**config.mk**
```make
export PLATFORM = sky130hd
export DESIGN_NAME = spoken_time_word_queue
export DESIGN_NICKNAME = d
export VERILOG_FILES = /design/src/rtl/core/stwq_pkg.sv /design/src/rtl/core/spoken_time_word_queue.sv /design/src/rtl/core/stwq_ram.sv /design/src/rtl/core/stwq_front.sv /design/src/rtl/core/stwq_back.sv
export SDC_FILE = /design/constraint.sdc
export NUM_CORES = 1
export LEC_CHECK = 0
export BUFFER_PORTS_ARGS = -buffer_cell sky130_fd_sc_hd__buf_4
export CELL_PAD_IN_SITES_DETAIL_PLACEMENT = 1
export CELL_PAD_IN_SITES_GLOBAL_PLACEMENT = 1
export CORE_ASPECT_RATIO = 2
export CORE_MARGIN = 2
export CORE_UTILIZATION = 43
export CTS_BUF_LIST = sky130_fd_sc_hd__clkbuf_2
export CTS_CLUSTER_DIAMETER = 60
export DETAILED_ROUTE_END_ITERATION = 10
export PLACE_DENSITY_LB_ADDON = 0.08
export SYNTH_ARGS = -nofsm -noshare
export SYNTH_HDL_FRONTEND = slang
export SYNTH_SLANG_ARGS = --single-unit
export TNS_END_PERCENT = 30
```
**constraint.sdc**
```tcl
create_clock -name clock -period 2.6 [get_ports clock]
set_input_delay 0.78 -clock clock [delete_from_list [all_inputs] [get_ports clock]]
set_output_delay 0.78 -clock clock [all_outputs]
set_load 0.1 [all_outputs]
```
**src/rtl/core/stwq_pkg.sv**
```systemverilog
// ============================================================================
// stwq_pkg : shared types and constants of the spoken time word queue
// Defines the command carried from the front end to the sequencer, the word
// codes held in the ring buffer and the payload widths of the stream ports.
// ============================================================================
`default_nettype none

package stwq_pkg;

   // Stream payload widths in bits.
   localparam int REQ_TDATA_W = 16;
   localparam int REQ_TUSER_W = 2;
   localparam int RSP_TDATA_W = 16;
   localparam int RSP_TUSER_W = 2;

   // Field widths.
   localparam int FUNC_W    = 2;
   localparam int HOUR_W    = 5;
   localparam int MINUTE_W  = 6;
   localparam int WORD_W    = 3;
   localparam int NUMBER_W  = 6;
   localparam int DROPPED_W = 3;
   localparam int SLOT_W    = 3;

   // Function codes on the request tuser.
   localparam logic [FUNC_W-1:0] FUNC_SAY_TIME  = 2'd0;
   localparam logic [FUNC_W-1:0] FUNC_PLAY_DONE = 2'd1;

   // Word codes.
   localparam logic [WORD_W-1:0] TOKEN_ITIS    = 3'd0;
   localparam logic [WORD_W-1:0] TOKEN_NUMBER  = 3'd1;
   localparam logic [WORD_W-1:0] TOKEN_HOUR    = 3'd2;
   localparam logic [WORD_W-1:0] TOKEN_HOURS   = 3'd3;
   localparam logic [WORD_W-1:0] TOKEN_MINUTE  = 3'd4;
   localparam logic [WORD_W-1:0] TOKEN_MINUTES = 3'd5;

   // Word slots of one say-time announcement, in speaking order.
   localparam logic [SLOT_W-1:0] SLOT_ITIS        = 3'd0;
   localparam logic [SLOT_W-1:0] SLOT_HOUR_NUM    = 3'd1;
   localparam logic [SLOT_W-1:0] SLOT_HOUR_WORD   = 3'd2;
   localparam logic [SLOT_W-1:0] SLOT_MINUTE_NUM  = 3'd3;
   localparam logic [SLOT_W-1:0] SLOT_MINUTE_WORD = 3'd4;

   typedef enum logic [1:0] {
      CMD_SAY,
      CMD_DONE,
      CMD_OTHER
   } cmd_kind_type;

   typedef struct packed {
      cmd_kind_type          kind;
      logic [HOUR_W-1:0]     hour;
      logic [MINUTE_W-1:0]   minute;
   } cmd_type;

   typedef struct packed {
      logic [WORD_W-1:0]   word;
      logic [NUMBER_W-1:0] number;
   } entry_type;

   localparam int ENTRY_W = $bits(entry_type);

   // Build the ring buffer entry for one slot of an announcement.
   function automatic entry_type word_entry(input logic [SLOT_W-1:0]   slot,
                                            input logic [HOUR_W-1:0]   hour,
                                            input logic [MINUTE_W-1:0] minute);
      entry_type e;
      e.word   = TOKEN_ITIS;
      e.number = '0;
      unique case (slot)
         SLOT_ITIS: begin
            e.word = TOKEN_ITIS;
         end
         SLOT_HOUR_NUM: begin
            e.word   = TOKEN_NUMBER;
            e.number = NUMBER_W'(hour);
         end
         SLOT_HOUR_WORD: begin
            e.word = (hour == HOUR_W'(1)) ? TOKEN_HOUR : TOKEN_HOURS;
         end
         SLOT_MINUTE_NUM: begin
            e.word   = TOKEN_NUMBER;
            e.number = minute;
         end
         SLOT_MINUTE_WORD: begin
            e.word = (minute == MINUTE_W'(1)) ? TOKEN_MINUTE : TOKEN_MINUTES;
         end
         default: begin
            e.word   = TOKEN_ITIS;
            e.number = '0;
         end
      endcase
      return e;
   endfunction

endpackage

`default_nettype wire

```
**src/rtl/core/spoken_time_word_queue.sv**
```systemverilog
// ============================================================================
// spoken_time_word_queue : word sequencer for a talking clock
// Queues the words of a time announcement in a ring buffer and issues a play
// request for the head word whenever the speaker is free.
// ============================================================================
//
//  channel  direction  payload
//  -------  ---------  ---------------------------------------------------------
//  req_     in         tuser: func[1:0]; tdata: hour[4:0], minute[10:5]
//  rsp_     out        tuser: recognized[0], play_start[1];
//                      tdata: play_word[2:0], play_number[8:3], words_dropped[11:9]
//
//  A say-time request passes the sequencer's write state (one word written per
//  cycle through the single ring write port); any other request skips it.
//  The intake queue holds two requests, so intake continues while the
//  sequencer works or a response waits for rsp_tready.
//  Reset is synchronous and clears pointers and speaking state; ring
//  contents are not cleared and are never read before being written.
//  One response is returned per request, in request order.
//
`default_nettype none

module spoken_time_word_queue #(
   parameter int QUEUE_DEPTH = 16
) (
   input  wire logic                              clock,
   input  wire logic                              reset,
   input  wire logic                              req_tvalid,
   output logic                                   req_tready,
   // hour[4:0], minute[10:5], zero padding above
   input  wire logic [stwq_pkg::REQ_TDATA_W-1:0]  req_tdata,
   // func[1:0]
   input  wire logic [stwq_pkg::REQ_TUSER_W-1:0]  req_tuser,
   output logic                                   rsp_tvalid,
   input  wire logic                              rsp_tready,
   // play_word[2:0], play_number[8:3], words_dropped[11:9], zero padding above
   output logic      [stwq_pkg::RSP_TDATA_W-1:0]  rsp_tdata,
   // recognized[0], play_start[1]
   output logic      [stwq_pkg::RSP_TUSER_W-1:0]  rsp_tuser
);
   import stwq_pkg::*;

   logic    cmd_valid;
   logic    cmd_pop;
   cmd_type cmd;

   // Intake and command queue
   stwq_front u_front (
      .clock     (clock),
      .reset     (reset),
      .req_tvalid(req_tvalid),
      .req_tready(req_tready),
      .req_tdata (req_tdata),
      .req_tuser (req_tuser),
      .cmd_valid (cmd_valid),
      .cmd       (cmd),
      .cmd_pop   (cmd_pop)
   );

   // Word sequencer and ring buffer
   stwq_back #(
      .QUEUE_DEPTH(QUEUE_DEPTH)
   ) u_back (
      .clock     (clock),
      .reset     (reset),
      .cmd_valid (cmd_valid),
      .cmd       (cmd),
      .cmd_pop   (cmd_pop),
      .rsp_tvalid(rsp_tvalid),
      .rsp_tready(rsp_tready),
      .rsp_tdata (rsp_tdata),
      .rsp_tuser (rsp_tuser)
   );

endmodule

`default_nettype wire

```
**src/rtl/core/stwq_ram.sv**
```systemverilog
// ============================================================================
// stwq_ram : generic simple dual-port RAM
// One write port and one read port with registered read data; the read data
// holds while no read is issued.
// ============================================================================
`default_nettype none

module stwq_ram #(
   parameter int WIDTH = 9,
   parameter int DEPTH = 16,
   parameter int ADDR_W = (DEPTH > 1) ? $clog2(DEPTH) : 1
) (
   input  wire logic              clock,
   input  wire logic              wr_en,
   input  wire logic [ADDR_W-1:0] wr_addr,
   input  wire logic [WIDTH-1:0]  wr_data,
   input  wire logic              rd_en,
   input  wire logic [ADDR_W-1:0] rd_addr,
   output logic      [WIDTH-1:0]  rd_data
);

   logic [WIDTH-1:0] mem [DEPTH];
   logic [WIDTH-1:0] rd_data_ff;

   // Write and registered read
   always_ff @(posedge clock) begin
      if (wr_en) begin
         mem[wr_addr] <= wr_data;
      end
      if (rd_en) begin
         rd_data_ff <= mem[rd_addr];
      end
   end

   assign rd_data = rd_data_ff;

endmodule

`default_nettype wire

```
**src/rtl/core/stwq_front.sv**
```systemverilog
// ============================================================================
// stwq_front : request intake and command queue
// Classifies each request by its function code and holds up to two commands
// for the word sequencer, so intake goes on while the sequencer is busy.
// ============================================================================
`default_nettype none

module stwq_front (
   input  wire logic                              clock,
   input  wire logic                              reset,
   input  wire logic                              req_tvalid,
   output logic                                   req_tready,
   input  wire logic [stwq_pkg::REQ_TDATA_W-1:0]  req_tdata,
   input  wire logic [stwq_pkg::REQ_TUSER_W-1:0]  req_tuser,
   output logic                                   cmd_valid,
   output stwq_pkg::cmd_type                      cmd,
   input  wire logic                              cmd_pop
);
   import stwq_pkg::*;

   localparam int QD = 2;
   localparam int QIDX_W = 1;
   localparam int QCNT_W = 2;

   cmd_type            slot_ff [QD];
   logic [QIDX_W-1:0]  wr_idx_ff, wr_idx_in;
   logic [QIDX_W-1:0]  rd_idx_ff, rd_idx_in;
   logic [QCNT_W-1:0]  count_ff, count_in;
   cmd_type            req_cmd;
   logic               push;
   logic               pop;
   logic [FUNC_W-1:0]  func;

   // Classify the request
   assign func = req_tuser[FUNC_W-1:0];
   always_comb begin
      req_cmd.hour   = req_tdata[HOUR_W-1:0];
      req_cmd.minute = req_tdata[HOUR_W+MINUTE_W-1:HOUR_W];
      priority if (func == FUNC_SAY_TIME) begin
         req_cmd.kind = CMD_SAY;
      end else if (func == FUNC_PLAY_DONE) begin
         req_cmd.kind = CMD_DONE;
      end else begin
         req_cmd.kind = CMD_OTHER;
      end
   end

   assign req_tready = (count_ff != QCNT_W'(QD));
   assign push       = req_tvalid && req_tready;
   assign cmd_valid  = (count_ff != '0);
   assign pop        = cmd_pop && cmd_valid;
   assign cmd        = slot_ff[rd_idx_ff];

   // Advance the queue pointers
   always_comb begin
      wr_idx_in = push ? wr_idx_ff + 1'b1 : wr_idx_ff;
      rd_idx_in = pop ? rd_idx_ff + 1'b1 : rd_idx_ff;
      count_in  = count_ff + QCNT_W'(push) - QCNT_W'(pop);
   end

   always_ff @(posedge clock) begin
      if (push) begin
         slot_ff[wr_idx_ff] <= req_cmd;
      end
      if (reset) begin
         wr_idx_ff <= '0;
         rd_idx_ff <= '0;
         count_ff  <= '0;
      end else begin
         wr_idx_ff <= wr_idx_in;
         rd_idx_ff <= rd_idx_in;
         count_ff  <= count_in;
      end
   end

   // Queue bookkeeping checks
   assert property (@(posedge clock) disable iff (reset)
      count_ff <= QCNT_W'(QD))
      else $error("command queue over capacity");

   assert property (@(posedge clock) disable iff (reset)
      (count_ff == QCNT_W'(QD)) |-> (wr_idx_ff == rd_idx_ff))
      else $error("command queue full with pointers apart");

   assert property (@(posedge clock) disable iff (reset)
      (push && !pop) |=> (count_ff == $past(count_ff) + QCNT_W'(1)))
      else $error("command queue count missed a transfer");

endmodule

`default_nettype wire

```
**src/rtl/core/stwq_back.sv**
```systemverilog
// ============================================================================
// stwq_back : word sequencer and ring buffer
// Executes one command at a time: writes the words of an announcement one per
// cycle into the ring buffer, retires the head word on finished-play while
// speaking, starts the next word when idle and loads the response register.
// ============================================================================
`default_nettype none

module stwq_back #(
   parameter int QUEUE_DEPTH = 16
) (
   input  wire logic                              clock,
   input  wire logic                              reset,
   input  wire logic                              cmd_valid,
   input  wire stwq_pkg::cmd_type                 cmd,
   output logic                                   cmd_pop,
   output logic                                   rsp_tvalid,
   input  wire logic                              rsp_tready,
   output logic      [stwq_pkg::RSP_TDATA_W-1:0]  rsp_tdata,
   output logic      [stwq_pkg::RSP_TUSER_W-1:0]  rsp_tuser
);
   import stwq_pkg::*;

   localparam int PTR_W = (QUEUE_DEPTH > 1) ? $clog2(QUEUE_DEPTH) : 1;
   localparam logic [PTR_W-1:0] PTR_LAST = PTR_W'(QUEUE_DEPTH - 1);

   typedef enum logic [1:0] {
      ST_IDLE,
      ST_WRITE,
      ST_CHECK,
      ST_LOAD
   } state_type;

   state_type             state_ff, state_in;
   logic [HOUR_W-1:0]     hour_ff, hour_in;
   logic [MINUTE_W-1:0]   minute_ff, minute_in;
   logic [SLOT_W-1:0]     slot_ff, slot_in;
   logic [DROPPED_W-1:0]  dropped_ff, dropped_in;
   logic                  recog_ff, recog_in;
   logic                  start_ff, start_in;
   logic [PTR_W-1:0]      wp_ff, wp_in;
   logic [PTR_W-1:0]      rp_ff, rp_in;
   logic                  speaking_ff, speaking_in;
   logic                  rsp_valid_ff, rsp_valid_in;
   logic                  rsp_recog_ff, rsp_recog_in;
   logic                  rsp_start_ff, rsp_start_in;
   logic [WORD_W-1:0]     rsp_word_ff, rsp_word_in;
   logic [NUMBER_W-1:0]   rsp_number_ff, rsp_number_in;
   logic [DROPPED_W-1:0]  rsp_dropped_ff, rsp_dropped_in;

   logic [PTR_W-1:0]      wp_next;
   logic [PTR_W-1:0]      rp_next;
   entry_type             wr_entry;
   entry_type             rd_entry;
   logic [ENTRY_W-1:0]    ram_rd_data;
   logic                  ram_wr_en;
   logic                  ram_rd_en;
   logic                  out_free;

   assign wp_next  = (wp_ff == PTR_LAST) ? '0 : wp_ff + PTR_W'(1);
   assign rp_next  = (rp_ff == PTR_LAST) ? '0 : rp_ff + PTR_W'(1);
   assign wr_entry = word_entry(slot_ff, hour_ff, minute_ff);
   assign rd_entry = entry_type'(ram_rd_data);
   assign out_free = !rsp_valid_ff || rsp_tready;

   // Ring buffer of words
   stwq_ram #(
      .WIDTH (ENTRY_W),
      .DEPTH (QUEUE_DEPTH),
      .ADDR_W(PTR_W)
   ) u_ring (
      .clock  (clock),
      .wr_en  (ram_wr_en),
      .wr_addr(wp_ff),
      .wr_data(wr_entry),
      .rd_en  (ram_rd_en),
      .rd_addr(rp_ff),
      .rd_data(ram_rd_data)
   );

   // Sequence one command
   always_comb begin
      state_in       = state_ff;
      hour_in        = hour_ff;
      minute_in      = minute_ff;
      slot_in        = slot_ff;
      dropped_in     = dropped_ff;
      recog_in       = recog_ff;
      start_in       = start_ff;
      wp_in          = wp_ff;
      rp_in          = rp_ff;
      speaking_in    = speaking_ff;
      rsp_valid_in   = rsp_valid_ff && !rsp_tready;
      rsp_recog_in   = rsp_recog_ff;
      rsp_start_in   = rsp_start_ff;
      rsp_word_in    = rsp_word_ff;
      rsp_number_in  = rsp_number_ff;
      rsp_dropped_in = rsp_dropped_ff;
      cmd_pop        = 1'b0;
      ram_wr_en      = 1'b0;
      ram_rd_en      = 1'b0;

      unique case (state_ff)
         ST_IDLE: begin
            if (cmd_valid) begin
               cmd_pop    = 1'b1;
               hour_in    = cmd.hour;
               minute_in  = cmd.minute;
               slot_in    = SLOT_ITIS;
               dropped_in = '0;
               recog_in   = (cmd.kind != CMD_OTHER);
               state_in   = ST_CHECK;
               if (cmd.kind == CMD_SAY) begin
                  state_in = ST_WRITE;
               end
               // Retire the head word only while speaking
               if (cmd.kind == CMD_DONE && speaking_ff) begin
                  rp_in       = rp_next;
                  speaking_in = 1'b0;
               end
            end
         end
         ST_WRITE: begin
            // Drop the word when the ring is full (one entry always stays empty)
            if (wp_next == rp_ff) begin
               dropped_in = dropped_ff + DROPPED_W'(1);
            end else begin
               ram_wr_en = 1'b1;
               wp_in     = wp_next;
            end
            slot_in = slot_ff + SLOT_W'(1);
            if (slot_ff == SLOT_MINUTE_WORD) begin
               state_in = ST_CHECK;
            end
         end
         ST_CHECK: begin
            // Start the head word when idle and words wait
            start_in = 1'b0;
            if (!speaking_ff && (wp_ff != rp_ff)) begin
               ram_rd_en   = 1'b1;
               speaking_in = 1'b1;
               start_in    = 1'b1;
            end
            state_in = ST_LOAD;
         end
         ST_LOAD: begin
            if (out_free) begin
               rsp_valid_in   = 1'b1;
               rsp_recog_in   = recog_ff;
               rsp_start_in   = start_ff;
               rsp_word_in    = start_ff ? rd_entry.word : '0;
               rsp_number_in  = start_ff ? rd_entry.number : '0;
               rsp_dropped_in = dropped_ff;
               state_in       = ST_IDLE;
            end
         end
         default: begin
            state_in = ST_IDLE;
         end
      endcase
   end

   always_ff @(posedge clock) begin
      hour_ff        <= hour_in;
      minute_ff      <= minute_in;
      slot_ff        <= slot_in;
      dropped_ff     <= dropped_in;
      recog_ff       <= recog_in;
      start_ff       <= start_in;
      rsp_recog_ff   <= rsp_recog_in;
      rsp_start_ff   <= rsp_start_in;
      rsp_word_ff    <= rsp_word_in;
      rsp_number_ff  <= rsp_number_in;
      rsp_dropped_ff <= rsp_dropped_in;
      if (reset) begin
         state_ff     <= ST_IDLE;
         wp_ff        <= '0;
         rp_ff        <= '0;
         speaking_ff  <= 1'b0;
         rsp_valid_ff <= 1'b0;
      end else begin
         state_ff     <= state_in;
         wp_ff        <= wp_in;
         rp_ff        <= rp_in;
         speaking_ff  <= speaking_in;
         rsp_valid_ff <= rsp_valid_in;
      end
   end

   assign rsp_tvalid = rsp_valid_ff;
   assign rsp_tdata  = RSP_TDATA_W'({rsp_dropped_ff, rsp_number_ff, rsp_word_ff});
   assign rsp_tuser  = RSP_TUSER_W'({rsp_start_ff, rsp_recog_ff});

   // Sequencer invariants
   assert property (@(posedge clock) disable iff (reset)
      (wp_ff <= PTR_LAST) && (rp_ff <= PTR_LAST))
      else $error("ring pointer beyond the last entry");

   assert property (@(posedge clock) disable iff (reset)
      speaking_ff |-> (wp_ff != rp_ff))
      else $error("speaking with an empty ring");

   assert property (@(posedge clock) disable iff (reset)
      (state_ff == ST_IDLE) |-> (speaking_ff || (wp_ff == rp_ff)))
      else $error("idle between commands with words waiting");

   assert property (@(posedge clock) disable iff (reset)
      (rsp_valid_ff && rsp_start_ff) |-> rsp_recog_ff)
      else $error("word started by an unrecognised command");

   assert property (@(posedge clock) disable iff (reset)
      rsp_valid_ff |-> (rsp_dropped_ff <= DROPPED_W'(5)))
      else $error("more words dropped than one announcement holds");

endmodule

`default_nettype wire

```
==> results.md, run 1 <==
- Yosys cell types: 49
- CP Class: reg -> reg
- WP buf/inv: 1
- Critical Path, Cell by Cell: inv_1, ha_1, xor2_1, o31ai_1, o211ai_2, nand2_1, nor2_1
- Synth Area in Simple Gates: 0.0538
- Clk_lat worst skew: between 800 and 900 ps
- CP max FO: 9
- Syn Area/Cell: ~18 sq um
- Routability congestion estimate: ~0.79
- Xor/xnor share of the synthesized area: 0.0140
- Setup Buffers After CTS: 0
- Worst path required time: just over 3000 ps
- Row count: 75
- Hold/Removal Path Class: in -> reg
- Worst slew margin: 0.349
- Met2 wire len: ~12000 um
- Yosys top cell by area: edfxtp_1
- Critical path endpoint category: flop
- Final Slew Violations: 0
- Measured slew at the worst slew-check pin: between 900 and 1000 ps
- Count of final setup violators: 0
- Multiplexer share of the synthesized area: 0.118
- Clock Path Buffers: 3
- Nets: approximately 660
- CTS Buf Count: 50
- Starting Density: 0.438
- Adder-cell share of the synthesized area: 0.0258
- Top post-synthesis cells by count: edfxtp_1, mux4_2, nor2_1
- Die X: about 110 um
- # hold bufs at CTS: 0
- Max Fclk: 0.393 GHz
- Fin util: 0.498
- Synth Flop Type: edfxtp_1
- Synth warn: 0
- Period utilization: 0.979
- 1st-iter DRT viols: 160
- CP max stage cell: nor2_1
- Critical Path Start Type: flop
- Critical Path AT: 2960 ps
- Ports: between 40 and 50
- Largest family of logic cells by synthesized area: multiplexers
- Wire length on met3: about 600 um
- Critical Path Max Stage Delay: between 700 and 800 ps
- Synth Register Bits: between 200 and 250
- Setup Skew: just under 70 ps
- Met1 wire length: roughly 6000 um
- Post-synth ARST share: 0
- Slack of the critical path: between 50 and 60 ps
- Die area: between 20000 and 25000 sq um
- Power Density: 858 nW/um^2
- Max layer used: met4
- Count leader, synth: edfxtp_1
- Pin count of the biggest net entering global routing: between 40 and 50
- DP HPWL: approximately 13000 um
- Status: completed
- EDFF count, synth: ~210
- Cells after synthesis: between 500 and 600
- Compound-Gate Fraction of Synth Area: 0.0375
- Vias in the first global route: roughly 5500
- Reg clk slew, reported paths: about 110 ps
- Synthesis-to-layout area growth: 13.7%
- Drt wl/cell: about 21 um
- WL final: roughly 19000 um
- Drt first pass iters: 4
- # port buffers: 32
- Worst path top cell family by delay: simple AND/OR/NAND/NOR gates
- First-pass GRT wire length: around 30000 um
- Final Hold Viols: 0
- Main area contributors after synthesis: edfxtp_1, mux4_2, dfxtp_1
- CTS tree: built
- CTS H-Tree Depth: 2
- Synthesized area: between 9000 and 10000 sq um
- Gr usage total: 0.176
- Total of max-cap violations: 0
- Pre-CTS setup slack: -138 ps
- Unrepaired setup endpoints after global routing: yes
- Vias/cell: roughly 5.2
- Routed Antenna Nets: 0
- FILL cells: 2054
- DRC: 0
- Layout cells sized above 1: 0.317
- Yosys top cell area share: 0.691
- Gr ovfl total: 0
- Clock Root Buffer: clkbuf_2
- Core ar.: 21000 sq um
- Leakage power: about 3.6 nW
- Clk sinks: around 230
- Vias: approximately 4800
- Initial antenna violation count: 1
- Period minus WS final: 2550 ps
- IR drop worst, VDD: roughly 590 uV
- Seq/Total Area, Yosys: 0.728
- Die height: between 200 and 250 um
==> flip-flops by register name, indices dropped and copies added (netlist names), 4 cells and up, named ones only <==
signal and cells:
u_back.hour_ff 5, u_back.minute_ff 6, u_back.rp_ff 4, u_back.rsp_number_ff 6, u_back.u_ring.mem 144, u_back.u_ring.rd_data 9, u_back.wp_ff 4, u_front.slot_ff 26
==> kinds of logic (layout without fill, tap and decap cells) <==
logic type | count (synthesis) | count (layout)
AO/OA/AOI/OAI | 50 | 50
XOR/XNOR | 13 | 13
adder cells (fa/ha/maj) | 19 | 19
buffers and inverters | 44 | 179
flip-flops | 229 | 229
multiplexers | 62 | 62
other | 1 | 5
AND/OR/NAND/NOR | 97 | 97
==> worst paths after layout <==
| path | startpoint | end | slack [ps] | cells after the start |
|---|---|---|---|---|
| setup / recovery | u_back.wp_ff[0]$_SDFFE_PP0P_ | u_back.u_ring.mem[14][8]$_DFFE_PP_ | 50 | 7 |
| setup reg to reg | u_back.wp_ff[0]$_SDFFE_PP0P_ | u_back.u_ring.mem[14][8]$_DFFE_PP_ | 50 | 7 |
| hold / removal | req_tdata[10] | u_front.slot_ff[0][5]$_DFFE_PP_ | 140 | 1 |
| hold reg to reg | u_back.recog_ff$_DFFE_PP_ | u_back.rsp_recog_ff$_DFFE_PP_ | 430 | 0 |
==> worst register-to-register path: stages (launching register included) <==
cell and delay [ps]:
dfxtp_1 380, inv_1 70, ha_1 340, xor2_1 220
o31ai_1 120, o211ai_2 130, nand2_1 170, nor2_1 770
==> cell type report <==
| class | count | area [sq um] | area share |
|---|---|---|---|
| inverters | 16 | 60.1 | 0.00573 |
| clock buffers | 64 | 320 | 0.0306 |
| flip-flops and latches | 229 | 6710 | 0.640 |
| multi-input cells | 245 | 2320 | 0.222 |
| clock inverters | 25 | 156 | 0.0149 |
| diodes | 1 | 2.50 | 0.000239 |
| repair buffers | 74 | 568 | 0.0542 |
| well taps | 269 | 337 | 0.0321 |
==> what timing repair did <==
item / 4_1_cts / 5_1_grt
cloned: 0 / 0
endpoints found under the setup margin: 23 / 36
gates resized for setup: 4 / 2
==> power by group <==
part / internal, mW / total (mW) / switching [mW]
clock: 0.887 / 2.26 / 1.37
sequential: 4.76 / 4.92 / 0.154
combinational: 0.602 / 1.81 / 1.21
total: 6.25 / 8.99 / 2.73
==> cells in the final DEF, fill, tap and decap left out, types with 3 or more instances in the layout <==
master / instances
conb_1: 4
clkinv_1: 17
xnor2_1: 8
o21ai_0: 3
nor2_2: 6
dfxtp_1: 16
edfxtp_1: 212
a211oi_1: 9
mux2_2: 13
inv_1: 16
nor2b_1: 16
nor2_1: 28
buf_4: 73
xor2_1: 4
clkbuf_2: 64
clkinv_2: 5
nand2_1: 13
mux2i_1: 13
mux4_2: 36
nor3_1: 7
nand2b_1: 3
ha_1: 19
and2_1: 14
a22o_1: 5
a21oi_1: 18
==> layer usage <==
| layer | GRT usage | up-vias |
|---|---|---|
| met5 | 0 | - |
| met4 | 0.0950 | 0 |
| met1 | 0.157 | 2446 |
| met2 | 0.355 | 110 |
| met3 | 0.0315 | 59 |
| li1 | - | 2217 |
==> per-stage QoR <==
stage / instance area (sq um) / hold WS (ps) / setup TNS, ps / power, mW / std cells
5_1_grt: 10500 / 60.8 / -2690 / 9.46 / 923
6_report: 10500 / 140 / 0 / 8.99 / 923
2_1_floorplan: 9230 / 400 / 0 / 6.14 / 518
3_5_place_dp: 9980 / 415 / -1750 / 6.85 / 833
4_1_cts: 10500 / 60.9 / -68.5 / 9.14 / 922
3_3_place_gp: 9980 / 410 / -111 / 6.74 / 833
Note: power is estimated with default switching activity, not from simulation.
==> inputs of run 2 (changes only) <==
--- a/config.mk
+++ b/config.mk
@@ -14,7 +14,7 @@
 export CTS_BUF_LIST = sky130_fd_sc_hd__clkbuf_2
 export CTS_CLUSTER_DIAMETER = 60
 export DETAILED_ROUTE_END_ITERATION = 10
-export PLACE_DENSITY_LB_ADDON = 0.08
+export PLACE_DENSITY_LB_ADDON = 0.1
 export SYNTH_ARGS = -nofsm -noshare
 export SYNTH_HDL_FRONTEND = slang
 export SYNTH_SLANG_ARGS = --single-unit
==> results.md, run 2 (synthesis results as in run 1) <==
- Status: completed (unchanged)
- Fin area: 10400 sq um (was 10500 sq um)
- Setup Buffers After CTS: 0 (unchanged)
- Commonest non-fill, non-tap cell in the layout: edfxtp_1 (unchanged)
- # port buffers: 32 (unchanged)
- Leakage power: 3.59 nW (was 3.62 nW)
- Critical Path, Cell by Cell: inv_1, ha_1, xor2_1, o31ai_1, o211ai_2, nand2_1, nor2_2 (was inv_1, ha_1, xor2_1, o31ai_1, o211ai_2, nand2_1, nor2_1)
- Period minus WS final: 2410 ps (was 2550 ps)
- Hold/Removal Path Class: in -> reg (unchanged)
- Total Power: 8.85 mW (was 8.99 mW)
- Max Fclk: 0.414 GHz (was 0.393 GHz)
- Drt wl/cell: 21.3 um (was 20.6 um)
- CTS tree: built (unchanged)
- Period utilization: 0.928 (was 0.979)
- Nets: 653 (was 657)
- Cell internal pwr: 6.12 mW (was 6.25 mW)
- Final cell count without fillers: 916 (was 923)
- Die area: 22700 sq um (unchanged)
- CP Class: reg -> reg (unchanged)
- Power Density: 851 nW/um^2 (was 858 nW/um^2)
- Setup Skew: 46.7 ps (was 67.7 ps)
- WL final: 19500 um (was 19000 um)
- Max reg flops: 144 (unchanged)
- CTS H-Tree Depth: 2 (unchanged)
- CP max FO: 9 (unchanged)
- Starting Density: 0.438 (unchanged)
- Worst slew margin: 0.534 (was 0.349)
- CTS Buf Count: 51 (was 50)
- Clk_lat worst skew: 800 ps (was 820 ps)
- Routed Antenna Nets: 0 (unchanged)
- Psw: 2.73 mW (about the same)
- Fin util: 0.495 (was 0.498)
- Critical Path Start Type: flop (unchanged)
- Die height: 211 um (unchanged)
- Setup TNS Final: 0 ps (unchanged)
- IR drop worst, VDD: 419 uV (was 595 uV)
- Pin count of the biggest net entering global routing: 41 (unchanged)
- Worst path required time: 3030 ps (was 3020 ps)
- Drt first pass iters: 5 (was 4)
- Clk network pwr share: 0.236 (was 0.251)
- Placed Cells: 828 (was 833)
- DP HPWL: 13600 um (was 13400 um)
- Largest Register: u_back.u_ring.mem (unchanged)
- 1st-iter DRT viols: 134 (was 160)
- First-pass GRT wire length: 30500 um (was 29500 um)
- Multi-input logic area: 2340 sq um (was 2320 sq um)
- Critical Path AT: 2840 ps (was 2960 ps)
- Final Hold Viols: 0 (unchanged)
- Vias: 4764 (was 4832)
- Most frequent cells in the layout: edfxtp_1, clkbuf_2, buf_4 (was edfxtp_1, buf_4, clkbuf_2)
- Clk sinks: 229 (unchanged)
- Layout cells sized above 1: 0.327 (was 0.317)
- Placed cell area: 9940 sq um (was 9980 sq um)
- Row count: 75 (unchanged)
- Switching Fraction: 0.309 (was 0.304)
- Count of final setup violators: 0 (unchanged)
- Routability congestion estimate: 0.765 (was 0.787)
- Measured slew at the worst slew-check pin: 699 ps (was 973 ps)
- Synthesis-to-layout area growth: 12.9% (was 13.7%)
- Critical path endpoint category: flop (unchanged)
- Unrepaired setup endpoints after global routing: no (was yes)
- Gr usage total: 0.183 (was 0.176)
- CP max stage cell: nor2_2 (was nor2_1)
- Initial antenna violation count: 1 (unchanged)
- Reg clk slew, reported paths: 110 ps (about the same)
- FF+latch area: 6710 sq um (unchanged)
- Final Slew Violations: 0 (unchanged)
- Hold WS: 177 ps (was 140 ps)
- Gr ovfl total: 0 (unchanged)
- Clock Root Buffer: clkbuf_2 (unchanged)
- Seq pwr share: 0.560 (was 0.547)
- Clock Path Buffers: 3 (unchanged)
- Reg-to-reg slack, setup: 190 ps (was 50 ps)
- Die X: 108 um (unchanged)
- Vias in the first global route: 5459 (was 5479)
- Slack of the critical path: 186 ps (was 54.2 ps)
- Total of max-cap violations: 0 (unchanged)
- Power share of the combinational group: 0.204 (was 0.202)
- Ports: 42 (unchanged)
- FILL cells: 2079 (was 2054)
- Vias/cell: 5.20 (was 5.24)
- Core ar.: 21000 sq um (unchanged)
- DRC: 0 (unchanged)
- Pre-CTS setup slack: -136 ps (was -138 ps)
- Critical Path Max Stage Delay: 520 ps (was 760 ps)
## run 2: path summary, 6_finish.rpt
kind / to / depth (start not counted) / start
worst max-delay path: u_back.u_ring.mem[10][0]$_DFFE_PP_ / 7 / u_back.wp_ff[0]$_SDFFE_PP0P_
worst min-delay path: u_front.slot_ff[1][8]$_DFFE_PP_ / 1 / req_tdata[2]
worst max register to register: u_back.u_ring.mem[10][0]$_DFFE_PP_ / 7 / u_back.wp_ff[0]$_SDFFE_PP0P_
worst min register to register: u_back.rsp_dropped_ff[1]$_DFFE_PP_ / 0 / u_back.dropped_ff[1]$_SDFFCE_PN0P_
## run 2: routing by layer
metal / GRT usage / vias to the layer above / routed length, um / share of wire
li1: - / 2201 / - / -
met4: 0.0924 / 0 / 750 / 0.038
met3: 0.0349 / 56 / 714 / 0.037
met1: 0.168 / 2389 / 6120 / 0.31
met5: 0 / - / 0 / 0
met2: 0.363 / 118 / 11900 / 0.61
## run 2: layout make-up
class                           count  share of cell area
Tap cell                          269              0.0324
Antenna cell                        1            0.000241
Timing Repair Buffer               69              0.0510
Clock inverter                     16             0.00650
Multi-Input combinational cell    245               0.225
Clock buffer                       71              0.0342
Sequential cell                   229               0.645
Inverter                           16             0.00577
## run 2: timing repair
item / in CTS / in global routing
setup endpoints to repair: 92 / 9
gates resized for setup: 11 / 1
pin swaps: 0 / 0
hold buffers: 0 / 0
## run 2: worst max-delay path: cells and delay by family, from the launching register on
| kind | cells | cell delay (ps) |
|---|---|---|
| XOR/XNOR | 1 | 220 |
| buffers and inverters | 1 | 90 |
| AND/OR/NAND/NOR | 2 | 730 |
| flip-flops | 1 | 410 |
| adder cells (fa/ha/maj) | 1 | 350 |
| AO/OA/AOI/OAI | 2 | 260 |
## run 2: power by group through the flow
stage	Sequential, mW	Clock, mW	Combinational [mW]
2_1_floorplan	5.10	0	1.04
3_3_place_gp	5.02	0	1.76
3_5_place_dp	5.05	0	1.85
4_1_cts	4.96	2.20	1.85
5_1_grt	4.99	2.35	2.01
6_report	4.95	2.09	1.80
==> inputs of run 3 (changes only) <==
--- a/config.mk
+++ b/config.mk
@@ -17,5 +17,6 @@
 export PLACE_DENSITY_LB_ADDON = 0.1
 export SYNTH_ARGS = -nofsm -noshare
 export SYNTH_HDL_FRONTEND = slang
+export SYNTH_HIERARCHICAL = 1
 export SYNTH_SLANG_ARGS = --single-unit
 export TNS_END_PERCENT = 30
==> results.md, run 3 <==
- Yosys top cell by area: edfxtp_1 (unchanged)
- Row count: 75 (unchanged)
- Count of final setup violators: 0 (unchanged)
- Vias: 4771 (was 4764)
- Final Hold Viols: 0 (unchanged)
- Worst path top cell family by delay: buffers and inverters (was simple AND/OR/NAND/NOR gates)
- Clock Path Buffers: 3 (unchanged)
- Yosys cell types: 54 (was 49)
- Clk_lat worst skew: 790 ps (was 800 ps)
- Synthesized area: 9200 sq um (was 9210 sq um)
- Die area: 22700 sq um (about the same)
- Die height: 211 um (about the same)
- Worst slew margin: 0.499 (was 0.534)
- Core ar.: 21000 sq um (unchanged)
- CTS H-Tree Depth: 2 (unchanged)
- Final Slew Violations: 0 (unchanged)
- Gr ovfl total: 0 (unchanged)
- Pin count of the biggest net entering global routing: 41 (unchanged)
- IR drop worst, VDD: 365 uV (was 419 uV)
- Setup Skew: 39.2 ps (was 46.7 ps)
- RR Endpoint: u_back/u_ring/mem[0][6]$_DFFE_PP_ (was u_back.u_ring.mem[10][0]$_DFFE_PP_)
- Main area contributors after synthesis: edfxtp_1, mux4_2, mux4_1 (was edfxtp_1, mux4_2, dfxtp_1)
- Worst r2r path cells: 8 (was 7)
- Total of max-cap violations: 0 (unchanged)
- Largest Register: u_back/u_ring/mem (was u_back.u_ring.mem)
- Layout cells sized above 1: 0.312 (was 0.327)
- Count leader, synth: edfxtp_1 (unchanged)
- Drt first pass iters: 4 (was 5)
- Nets: 635 (was 653)
- Die X: 107 um (was 108 um)
- CP Class: reg -> out (was reg -> reg)
- Reg-to-reg slack, setup: 200 ps (was 190 ps)
- Initial antenna violation count: 1 (unchanged)
- Reg clk slew, reported paths: 120 ps (was 110 ps)
- Clock Root Buffer: clkbuf_2 (unchanged)
- Vias/cell: 5.26 (was 5.20)
- Cells after synthesis: 499 (was 515)
- Setup Buffers After CTS: 0 (unchanged)
- 1st-iter DRT viols: 213 (was 134)
- CP max stage cell: dfxtp_1 (was nor2_2)
- Unrepaired setup endpoints after global routing: no (unchanged)
- Final cell count without fillers: 907 (was 916)
- Critical Path, Cell by Cell: buf_4, nand2b_1, buf_6 (was inv_1, ha_1, xor2_1, o31ai_1, o211ai_2, nand2_1, nor2_2)
- Worst r2r src: u_back/wp_ff[0]$_SDFFE_PP0P_ (was u_back.wp_ff[0]$_SDFFE_PP0P_)
- Clk sinks: 229 (unchanged)
- Fin util: 0.493 (was 0.495)
- EDFF count, synth: 212 (unchanged)
- Post-synth ARST share: 0 (unchanged)
- Routability congestion estimate: 0.812 (was 0.765)
- WL final: 19900 um (was 19500 um)
- First-pass GRT wire length: 30700 um (was 30500 um)
- Status: completed (unchanged)
- # port buffers: 32 (unchanged)
- Hold Path End: u_front/slot_ff[0][2]$_DFFE_PP_ (was u_front.slot_ff[1][8]$_DFFE_PP_)
- FILL cells: 2066 (was 2079)
- Period minus WS final: 2460 ps (was 2410 ps)
- Drt wl/cell: 21.9 um (was 21.3 um)
- Placed Cells: 818 (was 828)
- Hold/Removal Path Class: in -> reg (unchanged)
- Multi-input logic area: 2320 sq um (was 2340 sq um)
- Leakage power: 3.62 nW (was 3.59 nW)
- Synth warn: 6 (was 0)
- Seq/Total Area, Yosys: 0.729 (was 0.728)
- Commonest non-fill, non-tap cell in the layout: edfxtp_1 (unchanged)
- Critical Path Max Stage Delay: 330 ps (was 520 ps)
- Worst path required time: 1820 ps (was 3030 ps)
- CTS Buf Count: 49 (was 51)
- Most frequent cells in the layout: edfxtp_1, clkbuf_2, buf_4 (unchanged)
- Measured slew at the worst slew-check pin: 749 ps (was 699 ps)
- Synthesis-to-layout area growth: 12.7% (was 12.9%)
- Worst hold path depth: 1 (unchanged)
- DP HPWL: 14100 um (was 13600 um)
- Top post-synthesis cells by count: edfxtp_1, nor2_1, mux4_2 (was edfxtp_1, mux4_2, nor2_1)
- CP max FO: 7 (was 9)
- Critical path endpoint category: primary output (was flop)
- Period utilization: 0.945 (was 0.928)
- Yosys top cell area share: 0.692 (was 0.691)
- Syn Area/Cell: 18.4 sq um (was 17.9 sq um)
- Synth Flop Type: edfxtp_1 (unchanged)
- Max Fclk: 0.407 GHz (was 0.414 GHz)
- Starting Density: 0.438 (about the same)
- # hold bufs at CTS: 0 (unchanged)
- Max reg flops: 144 (unchanged)
- FF+latch area: 6710 sq um (about the same)
- Source of the worst hold timing path: req_tdata[7] (was req_tdata[2])
- DRC: 0 (unchanged)
- WP buf/inv: 2 (was 1)
- Vias in the first global route: 5386 (was 5459)
- Power Density: 819 nW/um^2 (was 851 nW/um^2)
- Critical Path Start Type: flop (unchanged)
- Critical Path AT: 1680 ps (was 2840 ps)
- CTS tree: built (unchanged)
- Synth Register Bits: 229 (unchanged)
- Gr usage total: 0.187 (was 0.183)
- Routed Antenna Nets: 0 (unchanged)
- Ports: 42 (unchanged)
## run 3: cell types whose count changed in the layout (fill, tap and decap cells not counted), moves of 8 or more
cell	delta
a21oi_1	-10
mux4_1	+15
a22oi_1	+18
mux2i_1	-8
mux4_2	-15
nor2_1	+8
## run 3: cells by family (layout without fill, tap and decap cells)
kind of cell	count (synthesis)	in the layout	synth area share
adders and majority gates	13	13	0.0177
buffers and inverters	32	167	0.0228
AOI/OAI and AO/OA	49	49	0.0393
other	1	5	0.000408
and+or+nand+nor	107	107	0.0607
xor gates and xnor gates	11	11	0.0105
DFF	229	229	0.729
muxes	57	57	0.120
## run 3: repair_timing
action / CTS / global route
setup endpoints to repair: 1 / 20
hold endpoints to repair: 0 / 0
resized for setup: 1 / 2
## run 3: cell type report
cell class | count | share of cell area
Antenna cell | 1 | 0.000241
Clock buffer | 76 | 0.0367
Clock inverter | 12 | 0.00446
Inverter | 11 | 0.00398
Multi-Input combinational cell | 241 | 0.224
Sequential cell | 229 | 0.647
Tap cell | 269 | 0.0325
Timing Repair Buffer | 68 | 0.0508
## run 3: power breakdown
part           internal [mW]  leakage [nW]  switching (mW)
sequential              4.64          2.09           0.136
clock                  0.767         0.340            1.33
combinational          0.524          1.19            1.09
## run 3: worst max-delay path by stage
stage / from / endpoint / slack [ps] / cells past startpoint
floorplan: u_back/wp_ff[0]$_SDFFE_PP0P_ / u_back/u_ring/mem[4][0]$_DFFE_PP_ / -60 / 7
global placement: u_back/slot_ff[0]$_SDFFCE_PN0P_ / u_back/u_ring/mem[1][6]$_DFFE_PP_ / 260 / 4
detailed placement: u_back/slot_ff[0]$_SDFFCE_PN0P_ / u_back/u_ring/mem[2][6]$_DFFE_PP_ / 100 / 4
CTS: u_front/count_ff[0]$_SDFF_PP0_ / req_tready / 30 / 3
global route: u_back/wp_ff[0]$_SDFFE_PP0P_ / u_back/u_ring/mem[12][6]$_DFFE_PP_ / 3 / 9
finish: u_front/count_ff[0]$_SDFF_PP0_ / req_tready / 140 / 3
## run 3: routing by layer
layer | vias to the layer above | GRT usage | routed length (um)
met4 | 0 | 0.0880 | 801
met3 | 48 | 0.0290 | 508
li1 | 2186 | - | -
met2 | 96 | 0.384 | 12300
met5 | - | 0 | 0
met1 | 2441 | 0.167 | 6270
## run 3: through the flow
| step | hold slack, ps | setup WS (ps) | TNS [ps] | power, mW | instance area [sq um] |
|---|---|---|---|---|---|
| floorplan | 400 | -59.0 | -1470 | 5.86 | 9240 |
| global placement | 444 | 265 | 0 | 6.41 | 9930 |
| detailed placement | 444 | 98.6 | 0 | 6.51 | 9930 |
| CTS | 80.6 | 29.2 | 0 | 8.64 | 10400 |
| global route | 72.1 | 2.67 | 0 | 8.94 | 10400 |
| finish | 164 | 142 | 0 | 8.49 | 10400 |
